==> config.mk <==
export PLATFORM = sky130hd
export DESIGN_NAME = dedup_cnt
export DESIGN_NICKNAME = d
export VERILOG_FILES = /design/src/rtl/assert_macros.svh /design/src/rtl/dedup_pkg.sv /design/src/rtl/dedup_cnt.sv
export SDC_FILE = /design/constraint.sdc
export NUM_CORES = 1
export LEC_CHECK = 0
export BUFFER_PORTS_ARGS = -buffer_cell sky130_fd_sc_hd__buf_2
export CORE_MARGIN = 2
export CORE_UTILIZATION = 52
export CTS_BUF_LIST = sky130_fd_sc_hd__clkbuf_4 sky130_fd_sc_hd__clkbuf_8
export CTS_CLUSTER_SIZE = 10
export DETAILED_ROUTE_END_ITERATION = 16
export PLACE_DENSITY_LB_ADDON = 0.08
export SYNTH_ARGS = -nofsm -noshare
export SYNTH_HDL_FRONTEND = slang
export SYNTH_SLANG_ARGS = --single-unit
==> constraint.sdc <==
create_clock -name clk -period 3.1 [get_ports clk]
set_input_delay 0.31 -clock clk [delete_from_list [all_inputs] [get_ports clk]]
set_output_delay 0.31 -clock clk [all_outputs]
set_load 0.03 [all_outputs]
==> src/rtl/assert_macros.svh <==
// Assertion macros used by the duplicate entry filter RTL.
// No dependencies; define NO_ASSERTIONS to compile the checks out.
`ifndef ASSERT_MACROS_SVH
`define ASSERT_MACROS_SVH
`ifndef NO_ASSERTIONS
`define DEDUP_ASSERT(lbl, clk, rst_n, prop) \
  lbl: assert property (@(posedge clk) disable iff (!rst_n) prop) \
    else $error("dedup assertion failed");
`define DEDUP_ASSERT_ALWAYS(lbl, clk, prop) \
  lbl: assert property (@(posedge clk) prop) \
    else $error("dedup assertion failed");
`else
`define DEDUP_ASSERT(lbl, clk, rst_n, prop)
`define DEDUP_ASSERT_ALWAYS(lbl, clk, prop)
`endif
`endif

==> src/rtl/dedup_pkg.sv <==
// Package for the duplicate entry filter: sizes, search state type, result struct and saturating increment.
// No dependencies.
package dedup_pkg;

  localparam int TABLE_DEPTH = 1024;
  localparam int IDX_W       = $clog2(TABLE_DEPTH);
  localparam int SCNT_W      = $clog2(TABLE_DEPTH + 1);
  localparam int KEY_W       = 64;
  localparam int MOVE_W      = 16;
  localparam int DATA_W      = 16;
  localparam int CNT_W       = 32;
  localparam int ENTRY_W     = KEY_W + MOVE_W;

  typedef enum logic [1:0] {
    ST_IDLE,
    ST_SCAN,
    ST_FIN
  } search_state_t;

  // Outcome of one table search, handed from the search unit to the counters.
  typedef struct packed {
    logic valid;
    logic hit;
    logic store;
    logic overflow;
  } search_res_t;

  function automatic logic [CNT_W-1:0] sat_inc(input logic [CNT_W-1:0] v);
    return (&v) ? v : v + 1'b1;
  endfunction

endpackage

==> src/rtl/dedup_cnt.sv <==
// Saturating run counters for the duplicate entry filter.
// Depends on dedup_pkg.
module dedup_cnt (
  input  logic                          clk,
  input  logic                          rst_n,
  input  logic                          upd,
  input  logic                          clear,
  input  dedup_pkg::search_res_t        res,
  output logic [dedup_pkg::CNT_W-1:0]   total_nxt,
  output logic [dedup_pkg::CNT_W-1:0]   repeat_nxt,
  output logic [dedup_pkg::CNT_W-1:0]   unique_nxt
);

  logic [dedup_pkg::CNT_W-1:0] total_r, repeat_r, unique_r;
  logic [dedup_pkg::CNT_W-1:0] total_base, repeat_base, unique_base;

  // A run start zeroes the counters before this entry is counted.
  assign total_base  = clear ? '0 : total_r;
  assign repeat_base = clear ? '0 : repeat_r;
  assign unique_base = clear ? '0 : unique_r;

  always_comb begin
    total_nxt  = total_r;
    repeat_nxt = repeat_r;
    unique_nxt = unique_r;
    if (upd) begin
      total_nxt  = dedup_pkg::sat_inc(total_base);
      repeat_nxt = res.hit ? dedup_pkg::sat_inc(repeat_base) : repeat_base;
      unique_nxt = res.store ? dedup_pkg::sat_inc(unique_base) : unique_base;
    end
  end

  always_ff @(posedge clk) begin
    if (!rst_n) begin
      total_r  <= '0;
      repeat_r <= '0;
      unique_r <= '0;
    end else begin
      total_r  <= total_nxt;
      repeat_r <= repeat_nxt;
      unique_r <= unique_nxt;
    end
  end

endmodule
==> run metrics <==
GRT overflow 0; Hold Path Origin res[2]; RSZ-0062 raised after global routing true; crit path launch total_r[1]; list of most frequent post-synthesis cells nand2_1 (126), dfxtp_1 (96), and2_1 (94); Horiz. Die Dim 109 um; number of synthesized flops with an enable pin 0; largest net degree at the start of global routing 68; die area 11900 um2; Seq/Total Area, Yosys 0.334; gr usage total 0.269; Mapped Cells 728; CTS tree done; CTS Root Cell clkbuf_8; Syn-to-layout area delta 29.3%; max cap viols 0; Routed WL 15600 um; layout cell share with drive strength beyond 1 0.280; drt initial violations 335; Synth area leader dfxtp_1; residual DRC count 0; vias per std cell 5.69; first-pass GRT wire length 25300 um; dominant synthesized flop cell dfxtp_1; Setup Skew 8.92 ps; Max IR drop VDD 0.000324 V; Post-Syn Nets 739; post-place setup slack 26.7 ps; CTS max path bufs 2; starting density of the core 0.531; cts hold-fix bufs 0; clock net sink count 96; core area 10800 um2; DR pass1 iterations 5; Non-Filler Instances 990; Hold Path Class input pin to register; CP bufs+invs 2; Fin. Hold Viols 0; Max-Slew Margin vs Limit 0.654; Setup CP Type register to output pin; Synth top area share 0.334; detailed placer's ending HPWL 11100 um; Yosys reg bits 96; Cell Pwr Density 290 nW/um2; Worst EP required 2790 ps; Routed Antenna Nets 0; CTS clk-pin slew, worst paths 100 ps; I/O pins 104; share of the clock period used by the worst path after layout 0.992; Area contributors post-synth dfxtp_1 (33%), and2_1 (10%), nand2_1 (8.2%), xnor2_1 (8.1%), xor2_1 (4.0%); slowest cell on the critical path or4_4; Cell Area, Synth 5750 um2; met2 Usage GRT 0.432; # rows 38; Via Count 5636; Final Wtd Congestion 0.893; Port Buf Inserts 101; CP arrival 2770 ps; Die Y 109 um; synth warn 0; Avg WL per Cell 15.8 um; worst-margin pin slew 514 ps; worst-path maximum fanout 5; Most common cell on crit path buf_4; cell count after placement 959; Layout Nets 856; post-synth cell types 60; Post-synth ARST share 0; clock latency at the later pin of the worst-skew pair 390 ps; GRT Max-Usage Layer met2; number of global-route vias before repair 5223; top-count cell post-synth nand2_1; GR Util met1 0.359; antenna violations before repair 0; Final setup viols 0; met3 GRT Util 0.0723; critical-path cell list nor2b_4 > ha_4 > nand2_4 > or4_4 > o41ai_4 > buf_4 > o31a_1 > o22ai_1 > buf_4; Setup crit end kind output pin; Max Clock Freq 0.325 GHz; Pleak 2.77 nW; min Tclk post-route 3080 ps; critical path's top delay family simple AND/OR/NAND/NOR gates; worst r2r src total_r[1]; status finished clean; Worst Setup Start Kind register; synthesized area per cell 7.90 um2; cts bufs inserted 9; Pins Over Slew Limit 0; H-tree depth 3; max incr delay on CP 540 ps; Setup WS post-layout 24.0 ps; antenna cells 0
## layout by cell type (no fill, tap or decap), types with 20 or more instances in the layout
master	instances
buf_2	80
nor3_1	20
dfxtp_1	90
buf_4	48
nor4_1	30
nand2_1	124
xnor2_1	40
nor2_1	23
and2_1	94
nand3_1	33
## state kept, by name, indices dropped and copies added (netlist names)
| signal | count |
|---|---|
| total_r | 32 |
| unique_r | 32 |
| repeat_r | 32 |
## logic make-up (layout without fill, tap and decap cells)
group,Yosys count,in the layout,share of synthesized area
adders and majority gates,3,3,0.00652
buffers and inverters,51,173,0.0361
AOI/OAI and AO/OA,60,60,0.0811
muxes,4,4,0.00718
and+or+nand+nor,435,435,0.415
xor gates and xnor gates,79,79,0.120
DFF,96,96,0.334
## path summary, 6_finish.rpt
path	cells after the start	slack, ps	end
setup / recovery	9	20	total_nxt[9]
hold / removal	3	250	repeat_r[1]
setup reg to reg	10	560	total_r[9]
hold reg to reg	2	510	unique_r[5]
## power by group
| group | internal, W | switching (W) | total (W) |
|---|---|---|---|
| clock network | 0.000289 | 0.000471 | 0.000760 |
| logic | 0.0000498 | 0.000106 | 0.000156 |
| registers | 0.00124 | 0.00000453 | 0.00124 |
## through the flow
step | TNS [ps] | total power (W) | instance area [um2] | utilization | hold slack [ps]
detailed placement | 0 | 0.00141 | 6950 | 0.641 | 501
finish | 0 | 0.00216 | 7440 | 0.686 | 255
global route | -614 | 0.00225 | 7440 | 0.686 | 240
floorplan | -2560 | 0.00137 | 6210 | - | 473
global placement | 0 | 0.00141 | 6950 | 0.641 | 489
CTS | -60.0 | 0.00217 | 7230 | 0.667 | 239
## layer usage
metal  up-vias  wire length [um]
li1       2767                 -
met5         -                 0
met2       157              7450
met3        20               896
met4         0               227
met1      2692              7030
## worst reg2reg max path: stages, from the launching register on
cell and delay [ps]:
dfxtp_2 360, nor2b_4 160, ha_4 160, nand2_4 60
or4_4 540, o41ai_4 460, buf_4 230, buf_4 120
nor2_1 50, xnor2_1 130, and3_1 180
## what timing repair did
action | 4_1_cts | 5_1_grt
pin swaps | 9 | 14
setup endpoints to repair | 31 | 53
buffers inserted | 6 | 9
gates resized for setup | 19 | 53
## layout make-up
type | count | area, um2
multi-input cells | 581 | 4150
fillers | 879 | 3400
flip-flops and latches | 96 | 1930
repair buffers | 145 | 972
well taps | 140 | 175
clock buffers | 9 | 124
clock inverters | 7 | 48.8
inverters | 12 | 45.0
Note: power is estimated with default switching activity, not from simulation.
