==> src/rtl/assert_macros.svh <==
// Assertion macros used by the duplicate entry filter RTL.
// No dependencies; define NO_ASSERTIONS to compile the checks out.
`ifndef ASSERT_MACROS_SVH
`define ASSERT_MACROS_SVH
`ifndef NO_ASSERTIONS
`define DEDUP_ASSERT(lbl, clk, rst_n, prop) \
  lbl: assert property (@(posedge clk) disable iff (!rst_n) prop) \
    else $error("dedup assertion failed");
`define DEDUP_ASSERT_ALWAYS(lbl, clk, prop) \
  lbl: assert property (@(posedge clk) prop) \
    else $error("dedup assertion failed");
`else
`define DEDUP_ASSERT(lbl, clk, rst_n, prop)
`define DEDUP_ASSERT_ALWAYS(lbl, clk, prop)
`endif
`endif

==> src/rtl/dedup_pkg.sv <==
// Package for the duplicate entry filter: sizes, search state type, result struct and saturating increment.
// No dependencies.
package dedup_pkg;

  localparam int TABLE_DEPTH = 1024;
  localparam int IDX_W       = $clog2(TABLE_DEPTH);
  localparam int SCNT_W      = $clog2(TABLE_DEPTH + 1);
  localparam int KEY_W       = 64;
  localparam int MOVE_W      = 16;
  localparam int DATA_W      = 16;
  localparam int CNT_W       = 32;
  localparam int ENTRY_W     = KEY_W + MOVE_W;

  typedef enum logic [1:0] {
    ST_IDLE,
    ST_SCAN,
    ST_FIN
  } search_state_t;

  // Outcome of one table search, handed from the search unit to the counters.
  typedef struct packed {
    logic valid;
    logic hit;
    logic store;
    logic overflow;
  } search_res_t;

  function automatic logic [CNT_W-1:0] sat_inc(input logic [CNT_W-1:0] v);
    return (&v) ? v : v + 1'b1;
  endfunction

endpackage

==> src/rtl/dedup_search.sv <==
// Search sequencer: scans the stored entries one read per cycle and appends misses while there is room.
// Depends on dedup_pkg and assert_macros.svh; drives the ports of dedup_ram.
`include "assert_macros.svh"

module dedup_search (
  input  logic                                clk,
  input  logic                                rst_n,
  input  logic                                start,
  input  logic                                first,
  input  logic [dedup_pkg::KEY_W-1:0]         key,
  input  logic [dedup_pkg::MOVE_W-1:0]        move,
  input  logic                                res_ready,
  output logic                                ready,
  output dedup_pkg::search_res_t              res,
  output logic                                rd_en,
  output logic [dedup_pkg::IDX_W-1:0]         rd_addr,
  input  logic [dedup_pkg::ENTRY_W-1:0]       rd_data,
  output logic                                wr_en,
  output logic [dedup_pkg::IDX_W-1:0]         wr_addr,
  output logic [dedup_pkg::ENTRY_W-1:0]       wr_data
);

  dedup_pkg::search_state_t          state_r, state_nxt;
  logic [dedup_pkg::SCNT_W-1:0]      count_r, count_nxt;
  logic [dedup_pkg::SCNT_W-1:0]      idx_r, idx_nxt;
  logic                              pend_r, pend_nxt;
  logic                              hit_r, hit_nxt;
  logic                              room;
  logic                              match;

  assign room  = (count_r < dedup_pkg::SCNT_W'(dedup_pkg::TABLE_DEPTH));
  assign match = pend_r && (rd_data == {key, move});

  always_ff @(posedge clk) begin
    if (!rst_n) begin
      state_r <= dedup_pkg::ST_IDLE;
      count_r <= '0;
      idx_r   <= '0;
      pend_r  <= 1'b0;
      hit_r   <= 1'b0;
    end else begin
      state_r <= state_nxt;
      count_r <= count_nxt;
      idx_r   <= idx_nxt;
      pend_r  <= pend_nxt;
      hit_r   <= hit_nxt;
    end
  end

  always_comb begin
    state_nxt = state_r;
    count_nxt = count_r;
    idx_nxt   = idx_r;
    pend_nxt  = 1'b0;
    hit_nxt   = hit_r;
    ready     = 1'b0;
    res       = '0;
    rd_en     = 1'b0;
    rd_addr   = idx_r[dedup_pkg::IDX_W-1:0];
    wr_en     = 1'b0;
    wr_addr   = count_r[dedup_pkg::IDX_W-1:0];
    wr_data   = {key, move};
    unique case (state_r)
      dedup_pkg::ST_IDLE: begin
        ready = 1'b1;
        if (start) begin
          if (first) begin
            count_nxt = '0;
          end
          idx_nxt   = '0;
          hit_nxt   = 1'b0;
          state_nxt = dedup_pkg::ST_SCAN;
        end
      end
      dedup_pkg::ST_SCAN: begin
        // One read is issued per cycle; its data is compared in the next cycle.
        if (match) begin
          hit_nxt   = 1'b1;
          state_nxt = dedup_pkg::ST_FIN;
        end else if (idx_r < count_r) begin
          rd_en    = 1'b1;
          idx_nxt  = idx_r + 1'b1;
          pend_nxt = 1'b1;
        end else begin
          state_nxt = dedup_pkg::ST_FIN;
        end
      end
      dedup_pkg::ST_FIN: begin
        res.valid    = 1'b1;
        res.hit      = hit_r;
        res.store    = !hit_r && room;
        res.overflow = !hit_r && !room;
        if (res_ready) begin
          state_nxt = dedup_pkg::ST_IDLE;
          if (!hit_r && room) begin
            wr_en     = 1'b1;
            count_nxt = count_r + 1'b1;
          end
        end
      end
      default: begin
        state_nxt = dedup_pkg::ST_IDLE;
      end
    endcase
  end

  `DEDUP_ASSERT(a_count_bound, clk, rst_n,
    count_r <= dedup_pkg::SCNT_W'(dedup_pkg::TABLE_DEPTH))
  `DEDUP_ASSERT(a_write_on_miss, clk, rst_n,
    wr_en |-> (state_r == dedup_pkg::ST_FIN) && !hit_r && res_ready)
  `DEDUP_ASSERT(a_pend_after_read, clk, rst_n,
    (state_r == dedup_pkg::ST_SCAN && pend_r) |-> $past(rd_en))
  `DEDUP_ASSERT(a_store_grows, clk, rst_n,
    wr_en |=> count_r == $past(count_r) + 1'b1)
  `DEDUP_ASSERT_ALWAYS(a_reset_idle, clk,
    !rst_n |=> state_r == dedup_pkg::ST_IDLE)

endmodule

==> config.mk <==
export PLATFORM = sky130hd
export DESIGN_NAME = dedup_search
export DESIGN_NICKNAME = d
export VERILOG_FILES = /design/src/rtl/dedup_pkg.sv /design/src/rtl/dedup_search.sv
export VERILOG_INCLUDE_DIRS = /design/src /design/src/rtl
export SDC_FILE = /design/constraint.sdc
export NUM_CORES = 1
export LEC_CHECK = 0
export BUFFER_PORTS_ARGS = -buffer_cell sky130_fd_sc_hd__buf_2
export CORE_ASPECT_RATIO = 0.5
export CORE_MARGIN = 5
export CORE_UTILIZATION = 40
export CTS_CLUSTER_DIAMETER = 100
export DETAILED_ROUTE_END_ITERATION = 7
export PLACE_DENSITY = 0.79
export SYNTH_ARGS = -nofsm -noshare
export SYNTH_HDL_FRONTEND = slang
export SYNTH_SLANG_ARGS = --single-unit
==> constraint.sdc <==
create_clock -name clk -period 3.2 [get_ports clk]
set_clock_uncertainty 0.2 [all_clocks]
set_input_delay 0.16 -clock clk [delete_from_list [all_inputs] [get_ports clk]]
set_output_delay 0.16 -clock clk [all_outputs]
set_load 0.1 [all_outputs]
==> out/results.md, run 1 <==
| Group | Item | Value |
|---|---|---|
| yosys | Synth top area share | 0.2290 |
| sta | Number of setup violations in the final report | 0 |
| yosys | Post-synthesis sequential area ratio | 0.1572 |
| global route | Total global-route track usage | 0.2060 |
| yosys | Cell type with the largest total area after synthesis | buf_4 |
| route | Average vias per placed instance | 4.905 |
| sta | Upper clock frequency limit | 341.5 MHz |
| route | Antenna viol nets, final | 0 |
| sta | Total negative setup slack | 0 ps |
| yosys | Fraction of the mapped netlist area in compound gates | 0.1194 |
| setup path | Capturing instance or port of the critical path | rd_en |
| clock tree | Clk root buf | clkbuf_16 |
| setup path | Cell type of the slowest stage on the worst timing path | buf_2 |
| pwr | Power density over cell area | 334.8 nW/um^2 |
| setup path | Worst r2r dst | idx_r[6]$_SDFFE_PN0P_ |
| yosys | Cell area after technology mapping | 3311 um^2 |
| floorplanning | Placement Rows | 23 |
| clock tree | Clk slew on worst S/H paths | 60 ps |
| global route | Global-route wire length before repair | 17370 um |
| route | Drt wl/cell | 16.45 um |
| yosys | Post-synthesis async set-or-reset flop share | 0 |
| pwr | Maximum VDD drop | 0.2492 mV |
| yosys | Post-synthesis share of cell area spent on xor and xnor gates | 0.1825 |
| setup path | Buf/Inv on CP | 3 |
| route | Count of routing violations after the opening detailed-route iteration | 128 |
| setup path | Launching element type of the critical path | register |
| place | Number of buffer cells added on primary ports | 271 |
| route | DRC | 0 |
| setup path | Flop-to-flop setup slack | 730 ps |
| run status | Result of the run | completed |
| cells and area | Number of fill cells | 777 |
| pwr | Overall power | 1.381 mW |
| global route | Total global routing overflow | 0 |
| clock tree | Number of hold buffers added after CTS | 0 |
| sta | Final hold violation count | 0 |
| yosys | Syn Area/Cell | 7.845 um^2 |
| route | Vias | 3458 |
| clock tree | Worst-skew pair later-pin latency | 260 ps |
| setup path | Family of cells with the greatest summed delay on the critical path | simple AND/OR/NAND/NOR gates |
| place | Weighted congestion at the end of routability-driven global placement | 0.9636 |
| clock tree | Clk sink count | 26 |
| sta | Min Clock Period, post-route | 2928 ps |
| setup path | Origin of the critical flop-to-flop path | count_r[10]$_SDFFE_PN0P_ |
| yosys | Area share of fa/ha/maj cells after synthesis | 0.04535 |
| yosys | Leading cell types by total area after synthesis | buf_4 (23%), dfxtp_1 (16%), xor2_1 (13%), xnor2_1 (5.6%), ha_1 (4.5%) |
| floorplanning | Total I/O pin count | 272 |
| sta | RSZ-0062 raised after global routing | false |
| floorplanning | Vertical die dimension | 74.33 um |
| setup path | Number of cells on the worst reg-to-reg path | 10 |
| cells and area | Final std cell area, no fill | 4126 um^2 |
| floorplanning | Total die area | 10310 um^2 |
| hold path | HP Class | primary input to register |
| floorplanning | Die X-Extent | 138.7 um |
| sta | Tcrit/Tclk final | 0.9151 |
| clock tree | Post-CTS setup repair buffer count | 0 |
| yosys | Count of flip-flops with a built-in enable after synthesis | 0 |
| cells and area | Final cell count without fillers | 705 |
| clock tree | Number of clock buffers inserted by TritonCTS | 3 |
| setup path | Biggest fanout along the worst timing path | 6 |
| place | Cell Count Post-Placement | 702 |
| yosys | Post-Synthesis Cells | 422 |
| setup path | Cell repeated most along the worst path | inv_1 |
| global route | Number of antenna violations at the first check in global routing | 0 |
| global route | Number of global-route vias before repair | 3399 |
| cells and area | Net count reported at finish | 772 |
| route | Routed Wire Length | 11600 um |
| cells and area | Ratio of cells with drive above 1 in the final layout | 0.4823 |
| setup path | Crit path largest cell delay | 420 ps |
| yosys | Count of cell types in the netlist | 52 |
| floorplanning | Starting density of the core | 0.4123 |
| pwr | Leakage dissipation | 2.113 nW |
| setup path | Data arrival at the endpoint of the critical path | 2570 ps |
| yosys | FF+latch count, synth | 26 |
| cells and area | Most common library cell in the layout ignoring fill and taps | buf_2 |
| setup path | Cell breakdown of the critical path | inv_1 > ha_1 > nand4_1 > nor2_1 > a221oi_1 > and2_1 > nand2_1 > inv_1 > buf_2 |
| place | Cell area reported after detailed placement | 4051 um^2 |
| setup path | CP Launch Point | count_r[10]$_SDFFE_PN0P_ |
| place | Placement Setup Slack | 608.1 ps |
| setup path | Worst setup EP type | output port |
| sta | Setup ws final | 271.6 ps |
| yosys | Post-synthesis mux area share | 0.003023 |
| sta | Slew of the pin with the lowest slew margin | 549.4 ps |
| yosys | Fraction of the mapped netlist area in simple logic gates | 0.2271 |
| sta | Relative slew slack | 0.6363 |
| cells and area | Antenna diode count | 0 |
| yosys | Dominant synthesized flop cell | dfxtp_1 |
| setup path | Stages on the worst setup path | 9 |
| setup path | Startpoint-to-endpoint class of the critical path | register to output port |
| place | Detailed placer's ending HPWL | 10290 um |
| setup path | Crit path required time | 2840 ps |
| cells and area | Most used cells in the layout excluding fill and tap cells | buf_2 (271), xor2_1 (48), dfxtp_1 (26), inv_1 (25) |
| yosys | Largest family of logic cells by synthesized area | buffers and inverters |
| clock tree | Clock tree from TritonCTS | done |
| clock tree | Longest Clk Path Bufs | 2 |
| route | First-pass detailed-route iteration total | 4 |
| yosys | Nets in the synthesized netlist | 599 |
| flow run | Max-Cap Viols | 0 |
| clock tree | Number of gates resized after cts | 0 |
| sta | Pins Over Slew Limit | 0 |
| yosys | Count of warnings emitted by yosys | 0 |
| cells and area | Area grow syn2layout | 24.64% |
| global route | Pin count of the biggest net entering global routing | 17 |
| floorplanning | Total core area | 8029 um^2 |
| clock tree | Maximum level of the CTS H-tree | 1 |
## worst register-to-register path, stage by stage (launching register included)
cell and delay, ps:
dfxtp_1 400, inv_1 100, ha_1 330, nand4_1 110, nor2_1 60, a221oi_1 340, a21boi_0 170, buf_4 220
a22oi_1 200, nand2_1 70, o21a_1 180
## worst min-delay path by stage
stage / startpoint / to / slack, ps / cells after the start
after floorplan: start / hit_r$_SDFFE_PN0P_ / 160 / 3
after global placement: count_r[7]$_SDFFE_PN0P_ / count_r[7]$_SDFFE_PN0P_ / 310 / 2
after detailed placement: count_r[7]$_SDFFE_PN0P_ / count_r[7]$_SDFFE_PN0P_ / 310 / 2
after CTS: res_ready / state_r[1]$_SDFFE_PN0P_ / 60 / 3
after global routing: res_ready / state_r[1]$_SDFFE_PN0P_ / 70 / 3
final: res_ready / state_r[1]$_SDFFE_PN0P_ / 60 / 3
## sequential cells by signal, indices dropped and copies added (netlist names)
signal and count:
hit_r 1, pend_r 1, state_r 2, count_r 11, idx_r 11
## layer usage
metal,vias up,global-route usage,share of wire
li1,1701,-,-
met1,1635,0.2933,0.47
met2,116,0.3504,0.47
met3,6,0.02826,0.053
met4,0,0.02061,0.0046
met5,-,0,0
## area by class of cell
class	instances	area [um^2]	area share
Inverter	25	93.84	0.02274
Timing Repair Buffer	274	1379	0.3341
Multi-Input combinational cell	265	1918	0.4648
Clock buffer	3	75.07	0.01819
Tap cell	112	140.1	0.03396
Sequential cell	26	520.5	0.1261
## per-stage QoR
| step | hold slack (ps) | util |
|---|---|---|
| 3_3_place_gp | 310.9 | 0.5046 |
| 3_5_place_dp | 312.5 | 0.5046 |
| 6_report | 60.15 | 0.5139 |
| 4_1_cts | 56.70 | 0.5139 |
| 5_1_grt | 70.15 | 0.5139 |
| 2_1_floorplan | 162.3 | - |
## cell usage after synthesis (all sizes together) (4+ instances only)
cell type	number
a2111oi	4
xor2	48
nor2	22
inv	25
nor3	6
ha	12
nand3b	4
xnor2	21
or4	4
dfxtp	26
a21oi	10
nor2b	14
nand2b	10
o22ai	4
nand2	17
nor4	13
nand4	13
o211ai	4
o21ai	6
nand3	9
clkbuf	4
o2111ai	4
and2	4
buf	102
## report_power, final
part | switching (mW) | total (mW) | leakage (nW) | internal (mW)
clock | 0.110 | 0.276 | 0.0370 | 0.166
combinational | 0.593 | 0.774 | 1.87 | 0.180
sequential | 0.00467 | 0.332 | 0.210 | 0.327
total | 0.708 | 1.38 | 2.11 | 0.673
## kinds of logic after synthesis
logic type | after synthesis
multiplexers | 1
flip-flops | 26
buffers and inverters | 131
XOR/XNOR | 69
AND/OR/NAND/NOR | 131
AO/OA/AOI/OAI | 52
adder cells (fa/ha/maj) | 12
No activity file was read; power rests on OpenSTA's default activity.
==> run 2: changes to the inputs <==
ABC_AREA = 1   (was default)
CELL_PAD_IN_SITES_DETAIL_PLACEMENT = 1   (was default)
CELL_PAD_IN_SITES_GLOBAL_PLACEMENT = 1   (was default)
CORE_UTILIZATION = 28   (was 40)
PLACE_DENSITY = 0.81   (was 0.79)
==> run 2 against run 1 <==
Compared with the run above:
- non-clock buffer count decreased by 1
- area after synthesis increased by 39%
- setup slack improved by 280 ps
- sequential share of layout area decreased by 3.3 points
- synthesized cell count increased by 110%
- final cell count increased by 85%
- critical path type unchanged
- largest cell class unchanged
- largest power group unchanged
- highest routed layer unchanged
==> out/results.md, run 2 <==
| Group | Item | Value |
|---|---|---|
| run status | Result of the run | completed |
| setup path | Flop-to-flop setup slack | 880 ps |
| yosys | Count of warnings emitted by yosys | 0 |
| place | Number of buffer cells added on primary ports | 271 |
| sta | Upper clock frequency limit | 378.2 MHz |
| yosys | Post-synthesis share of cell area spent on xor and xnor gates | 0.03040 |
| cells and area | Most used cells in the layout excluding fill and tap cells | nand2_1 (315), buf_2 (271), inv_1 (171), nor2_1 (151) |
| yosys | Area share of fa/ha/maj cells after synthesis | 0.03257 |
| setup path | Launching element type of the critical path | register |
| cells and area | Largest registers | count_r: 11 flops, idx_r: 11 flops, state_r: 2 flops |
| floorplanning | Total die area | 19280 um^2 |
| place | Weighted congestion at the end of routability-driven global placement | 0.8455 |
| cells and area | Net count reported at finish | 1257 |
| yosys | Fraction of the mapped netlist area in compound gates | 0.04859 |
| clock tree | Number of hold buffers added after CTS | 0 |
| clock tree | Clk root buf | clkbuf_16 |
| hold path | Hold EP | state_r[1]$_SDFFE_PN0P_ |
| clock tree | Number of gates resized after cts | 0 |
| place | Cell area reported after detailed placement | 5499 um^2 |
| setup path | Buf/Inv on CP | 3 |
| yosys | Count of flip-flops with a built-in enable after synthesis | 0 |
| setup path | Worst setup EP type | output port |
| clock tree | Maximum level of the CTS H-tree | 1 |
| cells and area | Multi-input gate area in the final layout | 2663 um^2 |
| yosys | Count of cell types in the netlist | 33 |
| sta | Number of setup violations in the final report | 0 |
| yosys | Fraction of the mapped netlist area in simple logic gates | 0.4661 |
| global route | Global-route wire length before repair | 28700 um |
| yosys | Syn Area/Cell | 5.093 um^2 |
| sta | RSZ-0062 raised after global routing | false |
| yosys | Dominant synthesized flop cell | dfxtp_1 |
| floorplanning | Placement Rows | 33 |
| clock tree | Clk slew on worst S/H paths | 70 ps |
| hold path | Worst Hold Launch | res_ready |
| clock tree | Worst-skew pair later-pin latency | 270 ps |
| sta | Pins Over Slew Limit | 0 |
| sta | Tcrit/Tclk final | 0.8262 |
| setup path | Stages on the worst setup path | 10 |
| hold path | Min-Delay Path Depth | 4 |
| setup path | Origin of the critical flop-to-flop path | count_r[7]$_SDFFE_PN0P_ |
| floorplanning | Total core area | 16270 um^2 |
| flow run | Max-Cap Viols | 0 |
| place | Detailed placer's ending HPWL | 17080 um |
| cells and area | Most common library cell in the layout ignoring fill and taps | nand2_1 |
| global route | Pin count of the biggest net entering global routing | 16 |
| cells and area | Final std cell area, no fill | 5604 um^2 |
| yosys | Leading cell types by total area after synthesis | nand2_1 (26%), buf_4 (16%), inv_1 (14%), nor2_1 (12%), dfxtp_1 (11%) |
| sta | Relative slew slack | 0.6602 |
| setup path | Cell breakdown of the critical path | inv_1 > ha_1 > a21oi_1 > o21ai_0 > nand2_1 > o2111ai_1 > nor2_1 > nand2_1 > inv_1 > buf_2 |
| pwr | Overall power | 2.302 mW |
| route | DRC | 0 |
| setup path | Data arrival at the endpoint of the critical path | 2280 ps |
| route | Antenna viol nets, final | 0 |
| global route | Total global routing overflow | 0 |
| sta | Final hold violation count | 0 |
| clock tree | Longest Clk Path Bufs | 2 |
| yosys | Cell types with the highest counts after synthesis | nand2_1 (315), inv_1 (171), nor2_1 (151) |
| clock tree | Clk sink count | 26 |
| route | Vias | 5660 |
| floorplanning | Vertical die dimension | 100.7 um |
| setup path | Worst r2r dst | idx_r[5]$_SDFFE_PN0P_ |
| pwr | Maximum VDD drop | 0.2672 mV |
| cells and area | Area grow syn2layout | 21.58% |
| cells and area | Antenna diode count | 0 |
| setup path | Number of cells on the worst reg-to-reg path | 12 |
| hold path | HP Class | primary input to register |
| setup path | Crit path required time | 2840 ps |
| sta | Slew of the pin with the lowest slew margin | 508.5 ps |
| floorplanning | Total I/O pin count | 272 |
| yosys | Most numerous cell in the Yosys netlist | nand2_1 |
| yosys | Largest family of logic cells by synthesized area | simple AND/OR/NAND/NOR gates |
| setup path | Biggest fanout along the worst timing path | 4 |
| yosys | Post-synthesis async set-or-reset flop share | 0 |
| sta | Min Clock Period, post-route | 2644 ps |
| yosys | Cell area after technology mapping | 4609 um^2 |
| cells and area | Ratio of cells with drive above 1 in the final layout | 0.2771 |
| yosys | Post-Synthesis Cells | 905 |
| setup path | Family of cells with the greatest summed delay on the critical path | buffers and inverters |
| yosys | Nets in the synthesized netlist | 1082 |
| setup path | CP Launch Point | count_r[4]$_SDFFE_PN0P_ |
| floorplanning | Starting density of the core | 0.2833 |
| global route | Number of global-route vias before repair | 5920 |
| route | Average vias per placed instance | 4.334 |
| clock tree | Number of clock buffers inserted by TritonCTS | 3 |
| route | Drt wl/cell | 14.39 um |
| clock tree | Clock tree from TritonCTS | done |
| setup path | Startpoint-to-endpoint class of the critical path | register to output port |
| pwr | Leakage dissipation | 3.636 nW |
| yosys | FF+latch count, synth | 26 |
| cells and area | Number of fill cells | 2423 |
| pwr | Power density over cell area | 410.7 nW/um^2 |
| global route | Total global-route track usage | 0.1854 |
| floorplanning | Die X-Extent | 191.5 um |
| yosys | Cell type with the largest total area after synthesis | nand2_1 |
| yosys | Post-synthesis mux area share | 0 |
| clock tree | Post-CTS setup repair buffer count | 0 |
| yosys | Synth top area share | 0.2565 |
| global route | Number of antenna violations at the first check in global routing | 0 |
| route | Routed Wire Length | 18790 um |
| setup path | Cell type of the slowest stage on the worst timing path | buf_2 |
| cells and area | FF+latch area | 520.5 um^2 |
| route | Count of routing violations after the opening detailed-route iteration | 106 |
| setup path | Crit path largest cell delay | 420 ps |
| sta | Total negative setup slack | 0 ps |
| route | First-pass detailed-route iteration total | 4 |
| yosys | Post-synthesis sequential area ratio | 0.1129 |
==> run 2: cell types whose count changed after synthesis, moves of 11 or more <==
cell,before,now
nor2b_1,13,0
nor2_1,21,151
inv_1,25,171
nand2_1,17,315
xor2_1,48,5
o21ai_0,5,16
nand3_1,9,26
==> run 2: report_power, final <==
part	internal [mW]	leakage, nW	switching (mW)
Sequential	0.362	0.212	0.0593
Combinational	0.336	3.37	1.17
Clock	0.250	0.0511	0.130
Total	0.947	3.64	1.35
==> run 2: final cells by class <==
cell class | count | area share
timing repair buffer | 273 | 0.2447
tap | 227 | 0.05068
clock buffer | 3 | 0.01340
sequential | 26 | 0.09288
clock inverter | 1 | 0.005358
multi-input combinational | 600 | 0.4751
inverter | 176 | 0.1179
==> run 2: worst reg2reg max path: stages (launching register included) <==
cell and delay, ps:
dfxtp_1 430, inv_1 120, ha_1 290, nand2_1 60, nor2_1 140, nand4_1 100
a21oi_1 190, nor2_1 100, nand2_1 100, buf_4 200, nand2_1 100, nor2_1 130
nor2_1 50
==> run 2: routing by layer <==
metal,vias to the layer above,wire (um),track usage
li1,2923,-,-
met1,2633,7967,0.2128
met2,90,9983,0.3758
met3,14,609,0.01765
met4,0,231,0.03365
met5,-,0,0
==> run 2: worst max path at each step <==
stage / end / slack [ps]
after floorplan: wr_en / 270
after global placement: rd_en / 1000
after detailed placement: rd_en / 950
after CTS: rd_en / 560
after global routing: rd_en / 370
final: rd_en / 560
==> run 2: kinds of logic after synthesis <==
kind of cell | Yosys count
xor gates and xnor gates | 16
adders and majority gates | 12
buffers and inverters | 279
AOI/OAI and AO/OA | 40
DFF | 26
and+or+nand+nor | 532
==> run 2: per-stage QoR <==
step	util	instances	setup slack [ps]	hold WS [ps]
after floorplan	-	905	267.6	80.73
after CTS	0.3445	1306	560.0	62.27
after global placement	0.3380	1302	995.7	300.9
after global routing	0.3445	1306	370.6	87.64
final	0.3445	1306	556.2	66.33
after detailed placement	0.3380	1302	948.8	337.2
==> run 3: changes to the inputs <==
ABC_AREA = 0   (was 1)
CORE_UTILIZATION = 26   (was 28)
PLACE_DENSITY = 0.79   (was 0.81)
clock period = 2.5 ns   (was 3.2 ns; I/O delays follow)
==> run 3 against run 2 <==
Compared with the run above:
- routed wire length is 32% lower
- combinational power is 33% lower
- clock power is 4% higher
- highest routed layer unchanged
==> out/results.md, run 3 (synthesized netlist as in run 1, its figures left out) <==
| Group | Item | Value |
|---|---|---|
| setup path | Startpoint-to-endpoint class of the critical path | register to output port |
| global route | Pin count of the biggest net entering global routing | 17 |
| cells and area | Number of fill cells | 1639 |
| floorplanning | Placement Rows | 29 |
| cells and area | Core Util, Final | 0.3531 |
| cells and area | Ratio of cells with drive above 1 in the final layout | 0.5155 |
| pwr | Overall power | 1.820 mW |
| floorplanning | Vertical die dimension | 89.79 um |
| route | Vias | 3517 |
| flow run | Max-Cap Viols | 0 |
| clock tree | Worst-skew pair later-pin latency | 260 ps |
| floorplanning | Die X-Extent | 169.6 um |
| global route | Global-route wire length before repair | 19800 um |
| route | Antenna viol nets, final | 0 |
| place | Weighted congestion at the end of routability-driven global placement | 0.8938 |
| clock tree | Number of clock buffers inserted by TritonCTS | 3 |
| global route | Number of antenna violations at the first check in global routing | 0 |
| setup path | Number of cells on the worst reg-to-reg path | 10 |
| sta | Final hold violation count | 0 |
| route | Average vias per placed instance | 4.492 |
| setup path | Biggest fanout along the worst timing path | 4 |
| clock tree | Maximum level of the CTS H-tree | 1 |
| place | Number of buffer cells added on primary ports | 271 |
| setup path | Data arrival at the endpoint of the critical path | 2130 ps |
| global route | Number of global-route vias before repair | 3783 |
| floorplanning | Starting density of the core | 0.2637 |
| pwr | Maximum VDD drop | 0.2430 mV |
| sta | Setup ws final | 44.53 ps |
| route | Count of routing violations after the opening detailed-route iteration | 113 |
| route | First-pass detailed-route iteration total | 4 |
| floorplanning | Total die area | 15230 um^2 |
| cells and area | Area grow syn2layout | 33.90% |
| route | DRC | 0 |
| sta | Relative slew slack | 0.6587 |
| pwr | Fraction of power consumed by combinational cells | 0.550 |
| setup path | Launching element type of the critical path | register |
| sta | Min Clock Period, post-route | 2455 ps |
| sta | Upper clock frequency limit | 407.3 MHz |
| global route | Total global-route track usage | 0.1561 |
| sta | RSZ-0062 raised after global routing | true |
| cells and area | Net count reported at finish | 791 |
| clock tree | Clk slew on worst S/H paths | 70 ps |
| floorplanning | Total core area | 12550 um^2 |
| floorplanning | Total I/O pin count | 272 |
| clock tree | Clk sink count | 26 |
| sta | Number of setup violations in the final report | 0 |
| place | Detailed placer's ending HPWL | 11500 um |
| sta | Slew of the pin with the lowest slew margin | 515.5 ps |
| pwr | Share of total power in the clock network | 0.216 |
| global route | Total global routing overflow | 0 |
| run status | Result of the run | completed |
| pwr | Cell-internal power | 0.9015 mW |
| route | Drt wl/cell | 16.34 um |
| cells and area | Antenna diode count | 0 |
| pwr | Power density over cell area | 410.6 nW/um^2 |
| setup path | Crit path required time | 2170 ps |
| pwr | Net Sw Frac | 0.5047 |
| place | Placement Setup Slack | -1.591 ps |
| hold path | Min-Delay Path Depth | 4 |
| sta | Tcrit/Tclk final | 0.9822 |
| hold path | HP Class | primary input to register |
| pwr | Leakage dissipation | 2.234 nW |
| clock tree | Clk root buf | clkbuf_16 |
| clock tree | Clock tree from TritonCTS | done |
| setup path | Worst setup EP type | output port |
| pwr | Sequential share of power | 0.233 |
| cells and area | Most used cells in the layout excluding fill and tap cells | buf_2 (270), xor2_1 (48), inv_1 (24), dfxtp_1 (23) |
| route | Routed Wire Length | 12790 um |
| pwr | Switch Pwr | 0.9188 mW |
| cells and area | Most common library cell in the layout ignoring fill and taps | buf_2 |
| cells and area | Largest registers | count_r: 11 flops, idx_r: 11 flops, state_r: 2 flops |
| clock tree | Longest Clk Path Bufs | 2 |
| sta | Pins Over Slew Limit | 0 |
[run 3: cell count changes in the layout (fill, tap and decap cells not counted), sizes merged, moves of 11 or more]
cell and change:
buf +19, inv -152, nand2 -301, nand3 -19
nor2 -136, nor2b +14, nor4 +11, o21ai -14
xor2 +43
[run 3: worst max-delay path: stages, from the launching register on]
cell and delay [ps]:
dfxtp_2 350, inv_1 70, ha_1 310, a21oi_2 140, o21ai_0 130, a221oi_2 330
and2_4 210, nand2_2 70, clkinvlp_4 90, buf_12 160
[run 3: per-stage QoR]
| stage | hold slack, ps | instances | TNS, ps | instance area (um^2) |
|---|---|---|---|---|
| after floorplan | 127.3 | 422 | -4983 | 3321 |
| after global placement | 269.6 | 775 | 0 | 4268 |
| after detailed placement | 273.3 | 775 | -1.591 | 4268 |
| after CTS | 17.14 | 780 | 0 | 4383 |
| after global routing | 70.75 | 783 | -241.8 | 4433 |
| final | 21.68 | 783 | 0 | 4433 |
[run 3: power by group through the flow]
stage                     Sequential (mW)  Combinational [mW]  Clock [mW]
final                               0.425                1.00       0.394
after global routing                0.425                1.05       0.424
after CTS                           0.425                1.00       0.402
after detailed placement            0.434               0.999           0
after global placement              0.434               0.986           0
after floorplan                     0.432               0.812           0
[run 3: per-layer routing]
layer | track usage | part of all wire
met5 | 0 | 0
met4 | 0.01875 | 0.0075
met3 | 0.02629 | 0.054
met2 | 0.2869 | 0.52
met1 | 0.1960 | 0.42
[run 3: path summary, 6_finish.rpt]
check / slack [ps] / to / start
worst min register to register: 340 / count_r[1]$_SDFFE_PN0P_ / count_r[1]$_SDFFE_PN0P_
worst max register to register: 80 / idx_r[6]$_SDFFE_PN0P_ / count_r[2]$_SDFFE_PN0P_
worst min-delay path: 20 / hit_r$_SDFFE_PN0P_ / start
worst max-delay path: 40 / rd_en / count_r[2]$_SDFFE_PN0P_
[run 3: area by class of cell]
class / count / area, um^2 / share of cell area
repair buffers: 293 / 1551 / 0.3500
well taps: 170 / 212.7 / 0.04798
flip-flops and latches: 26 / 524.3 / 0.1183
inverters: 25 / 97.59 / 0.02202
clock buffers: 4 / 88.84 / 0.02004
multi-input cells: 265 / 1958 / 0.4417
[run 3: repair_timing]
action | in CTS | in global routing
cloned | 0 | 0
setup buffers | 0 | 3
pin swaps | 3 | 5
endpoints found under the setup margin | 1 | 7
hold buffers | 1 | 0
resized for setup | 4 | 7
hold endpoints to repair | 1 | 0
